$ cat src/hdl/rsc_pkg.sv
// ----------------------------------------------------------------------------
// RPN calculator package
// Widths, command and status codes, and the stack cell command type.
// ----------------------------------------------------------------------------
`default_nettype none

package rsc_pkg;

    localparam int STACK_DEPTH = 16;
    localparam int DATA_W      = 32;
    localparam int CNT_W       = $clog2(STACK_DEPTH + 1);
    localparam int ROT_W       = $clog2(STACK_DEPTH);
    localparam int DIV_CNT_W   = $clog2(DATA_W);

    localparam logic [3:0] OP_PUSH  = 4'd0;
    localparam logic [3:0] OP_ADD   = 4'd1;
    localparam logic [3:0] OP_SUB   = 4'd2;
    localparam logic [3:0] OP_MUL   = 4'd3;
    localparam logic [3:0] OP_DIV   = 4'd4;
    localparam logic [3:0] OP_PTOP  = 4'd5;
    localparam logic [3:0] OP_PALL  = 4'd6;
    localparam logic [3:0] OP_CLEAR = 4'd7;
    localparam logic [3:0] OP_ABS   = 4'd8;
    localparam logic [3:0] OP_NEG   = 4'd9;
    localparam logic [3:0] OP_DUP   = 4'd10;

    localparam logic [2:0] ST_DONE  = 3'd0;
    localparam logic [2:0] ST_PRINT = 3'd1;
    localparam logic [2:0] ST_EMPTY = 3'd2;
    localparam logic [2:0] ST_FULL  = 3'd3;
    localparam logic [2:0] ST_DIVZ  = 3'd4;

    typedef enum logic [2:0] {
        CELL_HOLD,
        CELL_LOAD,
        CELL_PUSH,
        CELL_POP,
        CELL_ROT
    } cell_cmd_t;

endpackage

`default_nettype wire

$ cat src/hdl/rpn_stack_calculator.sv
// Push, print top, clear, abs, negate, dup and all errors strobe the result in the
// cycle after acceptance; add and sub pass S_WB first, mul S_MUL then S_WB, and div
// S_DIV until the divider is done, then S_WB. Print all strobes one word per cycle
// for the held entries and stays busy until all STACK_DEPTH cells rotate back into
// place. Commands are taken only in S_IDLE; one-bit-per-cycle division blocks them.
// Reset clears the stack count and control state; stack words hold no reset value.
// ----------------------------------------------------------------------------
// RPN stack calculator
// Command sequencer over a chain of stack cells with a serial divider.
// ----------------------------------------------------------------------------
`default_nettype none

module rpn_stack_calculator (
    input  wire                          clk,
    input  wire                          rst_n,
    input  wire                          start,
    output logic                         busy,
    input  wire  [3:0]                   operation,
    input  wire  [rsc_pkg::DATA_W-1:0]   operand_value,
    output logic                         done,
    output logic [rsc_pkg::DATA_W-1:0]   result_value,
    output logic [2:0]                   status,
    output logic                         last_result
);
    import rsc_pkg::*;

    typedef enum logic [2:0] {
        S_IDLE,
        S_MUL,
        S_DIV,
        S_WB,
        S_PALL
    } state_t;

    state_t            state_reg;
    state_t            state_next;
    logic [CNT_W-1:0]  count_reg;
    logic [CNT_W-1:0]  count_next;
    logic [ROT_W-1:0]  rot_reg;
    logic [ROT_W-1:0]  rot_next;
    logic [DATA_W-1:0] res_reg;
    logic [DATA_W-1:0] res_next;
    logic [DATA_W-1:0] x_reg;
    logic [DATA_W-1:0] x_next;
    logic [DATA_W-1:0] y_reg;
    logic [DATA_W-1:0] y_next;
    logic              done_reg;
    logic              done_next;
    logic [DATA_W-1:0] value_reg;
    logic [DATA_W-1:0] value_next;
    logic [2:0]        status_reg;
    logic [2:0]        status_next;
    logic              last_reg;
    logic              last_next;

    cell_cmd_t         cell_cmd;
    logic [DATA_W-1:0] load_val;
    logic [DATA_W-1:0] cell_val [STACK_DEPTH];
    logic [DATA_W-1:0] top_val;
    logic [DATA_W-1:0] y_val;
    logic [2*DATA_W-1:0] prod;
    logic              div_start;
    logic              div_done;
    logic [DATA_W-1:0] div_q;
    logic              accept;
    logic              empty;
    logic              full;

    genvar gi;
    generate
        for (gi = 0; gi < STACK_DEPTH; gi++)
        begin : g_cell
            logic [DATA_W-1:0] above_w;
            logic [DATA_W-1:0] below_w;
            if (gi == 0)
            begin : g_head
                assign above_w = load_val;
            end
            else
            begin : g_body
                assign above_w = cell_val[gi-1];
            end
            if (gi == STACK_DEPTH - 1)
            begin : g_tail
                assign below_w = cell_val[0];
            end
            else
            begin : g_link
                assign below_w = cell_val[gi+1];
            end
            rsc_cell u_cell (
                .clk     (clk),
                .cmd     (cell_cmd),
                .is_head (gi == 0),
                .above   (above_w),
                .below   (below_w),
                .value   (cell_val[gi])
            );
        end
    endgenerate

    assign top_val = cell_val[0];
    assign y_val   = (count_reg >= CNT_W'(2)) ? cell_val[1] : '0;
    assign accept  = start && (state_reg == S_IDLE);
    assign empty   = (count_reg == '0);
    assign full    = (count_reg == CNT_W'(STACK_DEPTH));
    assign prod    = x_reg * y_reg;

    rsc_divider u_div (
        .clk      (clk),
        .rst_n    (rst_n),
        .start    (div_start),
        .dividend (y_val),
        .divisor  (top_val),
        .done     (div_done),
        .quotient (div_q)
    );

    always_comb
    begin
        state_next  = state_reg;
        count_next  = count_reg;
        rot_next    = rot_reg;
        res_next    = res_reg;
        x_next      = x_reg;
        y_next      = y_reg;
        done_next   = 1'b0;
        value_next  = value_reg;
        status_next = status_reg;
        last_next   = last_reg;
        cell_cmd    = CELL_HOLD;
        load_val    = top_val;
        div_start   = 1'b0;
        unique case (state_reg)
            S_IDLE:
            begin
                if (accept && operation <= OP_DUP)
                begin
                    done_next   = 1'b1;
                    last_next   = 1'b1;
                    value_next  = '0;
                    status_next = ST_DONE;
                    if (operation == OP_PUSH)
                    begin
                        if (full)
                        begin
                            status_next = ST_FULL;
                        end
                        else
                        begin
                            cell_cmd   = CELL_PUSH;
                            load_val   = operand_value;
                            count_next = count_reg + CNT_W'(1);
                            value_next = operand_value;
                        end
                    end
                    else if (empty)
                    begin
                        status_next = ST_EMPTY;
                    end
                    else
                    begin
                        unique case (operation)
                            OP_ADD:
                            begin
                                done_next  = 1'b0;
                                res_next   = y_val + top_val;
                                state_next = S_WB;
                            end
                            OP_SUB:
                            begin
                                done_next  = 1'b0;
                                res_next   = y_val - top_val;
                                state_next = S_WB;
                            end
                            OP_MUL:
                            begin
                                done_next  = 1'b0;
                                x_next     = top_val;
                                y_next     = y_val;
                                state_next = S_MUL;
                            end
                            OP_DIV:
                            begin
                                if (top_val == '0)
                                begin
                                    status_next = ST_DIVZ;
                                end
                                else
                                begin
                                    done_next  = 1'b0;
                                    div_start  = 1'b1;
                                    state_next = S_DIV;
                                end
                            end
                            OP_PTOP:
                            begin
                                value_next  = top_val;
                                status_next = ST_PRINT;
                            end
                            OP_PALL:
                            begin
                                done_next  = 1'b0;
                                rot_next   = '0;
                                state_next = S_PALL;
                            end
                            OP_CLEAR:
                            begin
                                count_next = '0;
                            end
                            OP_ABS:
                            begin
                                cell_cmd   = CELL_LOAD;
                                load_val   = top_val[DATA_W-1] ?
                                             (DATA_W'(0) - top_val) : top_val;
                                value_next = load_val;
                            end
                            OP_NEG:
                            begin
                                cell_cmd   = CELL_LOAD;
                                load_val   = DATA_W'(0) - top_val;
                                value_next = load_val;
                            end
                            OP_DUP:
                            begin
                                if (full)
                                begin
                                    status_next = ST_FULL;
                                end
                                else
                                begin
                                    cell_cmd   = CELL_PUSH;
                                    load_val   = top_val;
                                    count_next = count_reg + CNT_W'(1);
                                    value_next = top_val;
                                end
                            end
                            default:
                            begin
                                done_next = 1'b0;
                            end
                        endcase
                    end
                end
            end
            S_MUL:
            begin
                res_next   = prod[DATA_W-1:0];
                state_next = S_WB;
            end
            S_DIV:
            begin
                if (div_done)
                begin
                    res_next   = div_q;
                    state_next = S_WB;
                end
            end
            S_WB:
            begin
                cell_cmd    = CELL_POP;
                load_val    = res_reg;
                if (count_reg >= CNT_W'(2))
                begin
                    count_next = count_reg - CNT_W'(1);
                end
                done_next   = 1'b1;
                last_next   = 1'b1;
                value_next  = res_reg;
                status_next = ST_DONE;
                state_next  = S_IDLE;
            end
            S_PALL:
            begin
                cell_cmd = CELL_ROT;
                if ({1'b0, rot_reg} < (ROT_W+1)'(count_reg))
                begin
                    done_next   = 1'b1;
                    value_next  = top_val;
                    status_next = ST_PRINT;
                    last_next   = ({1'b0, rot_reg} == (ROT_W+1)'(count_reg - CNT_W'(1)));
                end
                rot_next = rot_reg + ROT_W'(1);
                if (rot_reg == ROT_W'(STACK_DEPTH - 1))
                begin
                    state_next = S_IDLE;
                end
            end
            default:
            begin
                state_next = S_IDLE;
            end
        endcase
    end

    always_ff @(posedge clk or negedge rst_n)
    begin
        if (!rst_n)
        begin
            state_reg  <= S_IDLE;
            count_reg  <= '0;
            rot_reg    <= '0;
            done_reg   <= 1'b0;
            value_reg  <= '0;
            status_reg <= ST_DONE;
            last_reg   <= 1'b0;
        end
        else
        begin
            state_reg  <= state_next;
            count_reg  <= count_next;
            rot_reg    <= rot_next;
            done_reg   <= done_next;
            value_reg  <= value_next;
            status_reg <= status_next;
            last_reg   <= last_next;
        end
    end

    always_ff @(posedge clk)
    begin
        res_reg    <= res_next;
        x_reg      <= x_next;
        y_reg      <= y_next;
    end

    assign busy         = (state_reg != S_IDLE);
    assign done         = done_reg;
    assign result_value = value_reg;
    assign status       = status_reg;
    assign last_result  = last_reg;

endmodule

`default_nettype wire

$ cat src/hdl/rsc_cell.sv
// ----------------------------------------------------------------------------
// Stack cell
// Holds one stack word and moves it toward either neighbor on command.
// ----------------------------------------------------------------------------
`default_nettype none

module rsc_cell (
    input  wire                          clk,
    input  wire rsc_pkg::cell_cmd_t      cmd,
    input  wire                          is_head,
    input  wire  [rsc_pkg::DATA_W-1:0]   above,
    input  wire  [rsc_pkg::DATA_W-1:0]   below,
    output logic [rsc_pkg::DATA_W-1:0]   value
);
    import rsc_pkg::*;

    logic [DATA_W-1:0] value_reg;
    logic [DATA_W-1:0] value_next;

    always_comb
    begin
        unique case (cmd)
            CELL_HOLD: value_next = value_reg;
            CELL_LOAD: value_next = is_head ? above : value_reg;
            CELL_PUSH: value_next = above;
            CELL_POP:  value_next = is_head ? above : below;
            CELL_ROT:  value_next = below;
            default:   value_next = value_reg;
        endcase
    end

    always_ff @(posedge clk)
    begin
        value_reg <= value_next;
    end

    assign value = value_reg;

endmodule

`default_nettype wire

$ cat src/hdl/rsc_divider.sv
// ----------------------------------------------------------------------------
// Signed divider
// Restoring division on magnitudes, one quotient bit per cycle, truncating.
// ----------------------------------------------------------------------------
`default_nettype none

module rsc_divider (
    input  wire                          clk,
    input  wire                          rst_n,
    input  wire                          start,
    input  wire  [rsc_pkg::DATA_W-1:0]   dividend,
    input  wire  [rsc_pkg::DATA_W-1:0]   divisor,
    output logic                         done,
    output logic [rsc_pkg::DATA_W-1:0]   quotient
);
    import rsc_pkg::*;

    logic                 run_reg;
    logic                 run_next;
    logic                 done_reg;
    logic                 done_next;
    logic [DIV_CNT_W-1:0] cnt_reg;
    logic [DIV_CNT_W-1:0] cnt_next;
    logic [DATA_W-1:0]    rem_reg;
    logic [DATA_W-1:0]    rem_next;
    logic [DATA_W-1:0]    quo_reg;
    logic [DATA_W-1:0]    quo_next;
    logic [DATA_W-1:0]    den_reg;
    logic [DATA_W-1:0]    den_next;
    logic                 neg_reg;
    logic                 neg_next;

    logic [DATA_W:0]      rem_sh;
    logic [DATA_W+1:0]    diff;

    assign rem_sh = {rem_reg, quo_reg[DATA_W-1]};
    assign diff   = {1'b0, rem_sh} - {2'b00, den_reg};

    always_comb
    begin
        run_next  = run_reg;
        done_next = 1'b0;
        cnt_next  = cnt_reg;
        rem_next  = rem_reg;
        quo_next  = quo_reg;
        den_next  = den_reg;
        neg_next  = neg_reg;
        if (start)
        begin
            run_next = 1'b1;
            cnt_next = '0;
            rem_next = '0;
            quo_next = dividend[DATA_W-1] ? (DATA_W'(0) - dividend) : dividend;
            den_next = divisor[DATA_W-1] ? (DATA_W'(0) - divisor) : divisor;
            neg_next = dividend[DATA_W-1] ^ divisor[DATA_W-1];
        end
        else if (run_reg)
        begin
            if (!diff[DATA_W+1])
            begin
                rem_next = diff[DATA_W-1:0];
                quo_next = {quo_reg[DATA_W-2:0], 1'b1};
            end
            else
            begin
                rem_next = rem_sh[DATA_W-1:0];
                quo_next = {quo_reg[DATA_W-2:0], 1'b0};
            end
            cnt_next = cnt_reg + DIV_CNT_W'(1);
            if (cnt_reg == DIV_CNT_W'(DATA_W - 1))
            begin
                run_next  = 1'b0;
                done_next = 1'b1;
            end
        end
    end

    always_ff @(posedge clk or negedge rst_n)
    begin
        if (!rst_n)
        begin
            run_reg  <= 1'b0;
            done_reg <= 1'b0;
            cnt_reg  <= '0;
        end
        else
        begin
            run_reg  <= run_next;
            done_reg <= done_next;
            cnt_reg  <= cnt_next;
        end
    end

    always_ff @(posedge clk)
    begin
        rem_reg <= rem_next;
        quo_reg <= quo_next;
        den_reg <= den_next;
        neg_reg <= neg_next;
    end

    assign done     = done_reg;
    assign quotient = neg_reg ? (DATA_W'(0) - quo_reg) : quo_reg;

endmodule

`default_nettype wire

$ cat config.mk
export PLATFORM = sky130hd
export DESIGN_NAME = rpn_stack_calculator
export DESIGN_NICKNAME = d
export VERILOG_FILES = /design/src/hdl/rsc_pkg.sv /design/src/hdl/rpn_stack_calculator.sv /design/src/hdl/rsc_cell.sv /design/src/hdl/rsc_divider.sv
export SDC_FILE = /design/constraint.sdc
export NUM_CORES = 2
export LEC_CHECK = 0
export BUFFER_PORTS_ARGS = -buffer_cell sky130_fd_sc_hd__buf_2
export CORE_MARGIN = 5
export CORE_UTILIZATION = 60
export CTS_CLUSTER_SIZE = 16
export DETAILED_ROUTE_END_ITERATION = 12
export GPL_TIMING_DRIVEN = 0
export HOLD_SLACK_MARGIN = 0.15
export PLACE_DENSITY = 0.76
export SYNTH_ARGS = -nofsm -noshare
export SYNTH_HDL_FRONTEND = slang
export SYNTH_SLANG_ARGS = --single-unit
export TNS_END_PERCENT = 1
$ cat constraint.sdc
create_clock -name clk -period 24.6 [get_ports clk]
set_input_delay 7.38 -clock clk [delete_from_list [all_inputs] [get_ports clk]]
set_output_delay 7.38 -clock clk [all_outputs]
set_load 0.03 [all_outputs]
==> summary.txt <==
Critical path
  – Max FO, Critical Path: 10
  – Reg2reg end: res_reg[23]
  – Crit path kind: in2reg
  – CP required: around 25 ns
  – Top Family by Delay on Critical Path: compound AO/OA/AOI/OAI gates
  – Arrival time of the worst setup path: ~12 ns
  – Worst path slowest cell: clkbuf_1
  – Worst r2r path cells: 25
  – Critical R2R Launch: x_reg[5]
  – Startpoint Class: input port
  – Buf/Inv on CP: 4
  – R2R Setup Slk: roughly 15 ns
  – Max stage delay on crit path: 0.49 ns
  – Crit end category: register
  – Worst path cell trace: buf_2 -> clkbuf_1 -> nor3_1 -> and2_0 -> clkbuf_1 -> clkbuf_1 -> nor2_1 -> xnor2_1 -> ha_1 -> a211oi_1 -> o21ai_0 -> a41oi_1 -> o21ai_0 -> a31o_2 -> a2111oi_0 -> nor2_1 -> xnor2_1 -> o21ai_0

Finish
  – Fraction of layout cells with a size suffix above 1: 0.0488
  – Number of flip-flops under the largest register name: around 510
  – Final design utilization: 0.658
  – Layout filler cell count: about 7400
  – Area Overhead vs Synth: 8.91%
  – Fin area: between 60000 and 70000 sq um
  – NumNets Final: 6673

Global route
  – Final global-route overflow total: 0
  – Vias in the first global route: 43878
  – GRT Util Overall: 0.369
  – Largest net degree at the start of global routing: between 70 and 80
  – Initial antenna violation count: 15
  – First-pass GRT wire length: 272000 microns

Logic synthesis
  – Synth Area per Inst: approximately 9.4 sq um
  – Top-area cell type share of the netlist area: 0.366
  – Ys flop type: edfxtp_1
  – Largest family of logic cells by synthesized area: simple AND/OR/NAND/NOR gates
  – Synth cell types: 99
  – Post-synthesis sequential area ratio: 0.403
  – Largest area contributor in the netlist: edfxtp_1
  – Syn Inst Count: between 5000 and 6000
  – Mux cell area share after synthesis: 0.00797
  – Syn nets: ~6500
  – Synthesized flop and latch total: around 760
  – Xor and xnor area share after synthesis: 0.0449
  – Post-synth EDFFs: roughly 670
  – Synth top cells by count: 1904 x nand2_1, 673 x edfxtp_1, 455 x inv_1
  – Post-synthesis compound-gate area fraction: 0.0874
  – Post-Syn Area: ~55000 sq um
  – Largest cells by area after synthesis: edfxtp_1 37%, fa_1 15%, nand2_1 13%, ha_1 4.5%, and2_1 3.9%
  – Async S/R FF share, synth: 0.0736
  – Synth Area in Simple Gates: 0.206
  – Most numerous cell in the Yosys netlist: nand2_1
  – YS warnings: 0
  – Post-Synth Adder-Cell Area: 0.194

Power and ir drop
  – Pwr Total: roughly 7500 uW
  – Leakage: about 0.026 uW
  – Pwr dens: roughly 130 nW/um^2
  – Max IR drop VDD: approximately 0.10 mV

Worst hold path
  – Hold Crit Start: g_cell[0].u_cell.value[23]
  – Hold-critical path depth: 0
  – Worst Hold End: x_reg[23]
  – Worst hold path class: reg2reg

Clock network
  – Hold buffer count at cts: 0
  – Post-CTS sizing: 0
  – # Post-CTS Setup Buffers: 0
  – Inserted Clock Buffers: between 80 and 90
  – Clock Latency Late Sink: 0.68 ns
  – CTS Sinks: about 760
  – Clk root buf: clkbuf_16
  – # H-tree levels: 3
  – Max clock buf depth: 3
  – TritonCTS clock tree: done
  – Clock transition at the registers of the reported paths: approximately 0.060 ns

Placed design
  – DP Wirelength: 143000 microns
  – Placed standard-cell area: approximately 57000 sq um
  – Buffers on Ports: 75
  – Placer congestion estimate: about 1.0
  – Worst slack, placed: roughly 12 ns

Timing
  – Layout Skew: 0.0461 ns
  – Worst-Margin Slew: approximately 1.3 ns
  – Worst Slack Setup Final: about 13 ns
  – Fin crit share: 0.486
  – RSZ-0062 raised after global routing: false
  – Fmax achieved: 83.7 MHz
  – Final Hold Viols: 0
  – Final Max Slew Viols: 0
  – Period minus WS final: between 10 and 15 ns
  – Setup violators final: 0
  – Setup TNS: 0 ns
  – Slew HR: 0.162

Status
  – Status: finished clean

Drt
  – Post-DRT Antenna Nets: 0
  – Total Routed Length: roughly 180000 microns
  – DR iter-0 viols: 6035
  – Drt pass-1 iters: 9
  – Avg WL per Cell: roughly 25 microns
  – Vias per cell: a little over 6
  – DR vias: about 44000
  – Number of remaining DRC errors: 0

Floorplanning
  – Core ar.: 91500 sq um
  – Die Height: 313 microns
  – IO Count: 77
  – Die area: between 90000 and 100000 sq um
  – Width of the die: between 300 and 400 microns
  – FP Rows: ~110
  – Starting Density: 0.604

Flow run
  – Max cap viols: 0
==> kinds of logic (layout without fill, tap and decap cells) <==
family,after synthesis,count (layout)
adder cells (fa/ha/maj),610,610
XOR/XNOR,282,282
multiplexers,43,43
buffers and inverters,793,1030
AND/OR/NAND/NOR,2629,2629
flip-flops,761,761
AO/OA/AOI/OAI,735,735
other,0,13
==> cells in the final DEF (no fill, tap or decap), types with 142 or more instances in the layout <==
| master | instances |
|---|---|
| nand2_1 | 1903 |
| edfxtp_1 | 673 |
| inv_1 | 455 |
| fa_1 | 410 |
| and2_1 | 346 |
| clkbuf_1 | 318 |
| o21ai_0 | 225 |
| ha_1 | 200 |
| xnor2_1 | 177 |
| nor2_1 | 142 |
==> where the power goes <==
part | switching (uW) | internal, uW | total, uW
Combinational | 2580 | 1350 | 3930
Sequential | 325 | 2040 | 2370
Clock | 548 | 709 | 1260
Total | 3450 | 4100 | 7550
==> per-stage QoR <==
step | hold slack, ns | instances
2_1_floorplan | 0.421 | 5853
3_3_place_gp | 0.432 | 7114
3_5_place_dp | 0.434 | 7126
4_1_cts | 0.445 | 7276
5_1_grt | 0.454 | 7276
6_report | 0.448 | 7289
==> how the worst max path moves through the flow <==
stage / from / cells after the start / end / slack [ns]
final: operation[3] / 18 / res_reg[24] / 12.65
after global routing: operation[3] / 18 / res_reg[24] / 12.36
after CTS: operation[3] / 18 / res_reg[24] / 12.93
after detailed placement: operation[3] / 18 / res_reg[24] / 12.29
after global placement: operation[3] / 10 / g_cell[0].u_cell.value[0] / -1.74
after floorplan: operation[0] / 9 / g_cell[0].u_cell.value[0] / 3.51
==> cell type report <==
cell class	count	area, sq um	area share
Clock inverter	44	523	0.00869
Timing Repair Buffer	87	649	0.0108
Clock buffer	106	2180	0.0363
Antenna cell	13	32.5	0.000541
Buffer	338	1480	0.0245
Multi-Input combinational cell	4299	29900	0.496
Inverter	455	1710	0.0284
Sequential cell	761	22300	0.370
Tap cell	1186	1480	0.0247
==> per-layer routing <==
layer | share of wire | GRT usage | vias up
li1 | - | - | 19598
met5 | 0.00042 | 0 | -
met1 | 0.37 | 0.476 | 21586
met2 | 0.44 | 0.573 | 2620
met4 | 0.075 | 0.218 | 12
met3 | 0.11 | 0.0906 | 661
(Power assumes the default switching activity.)
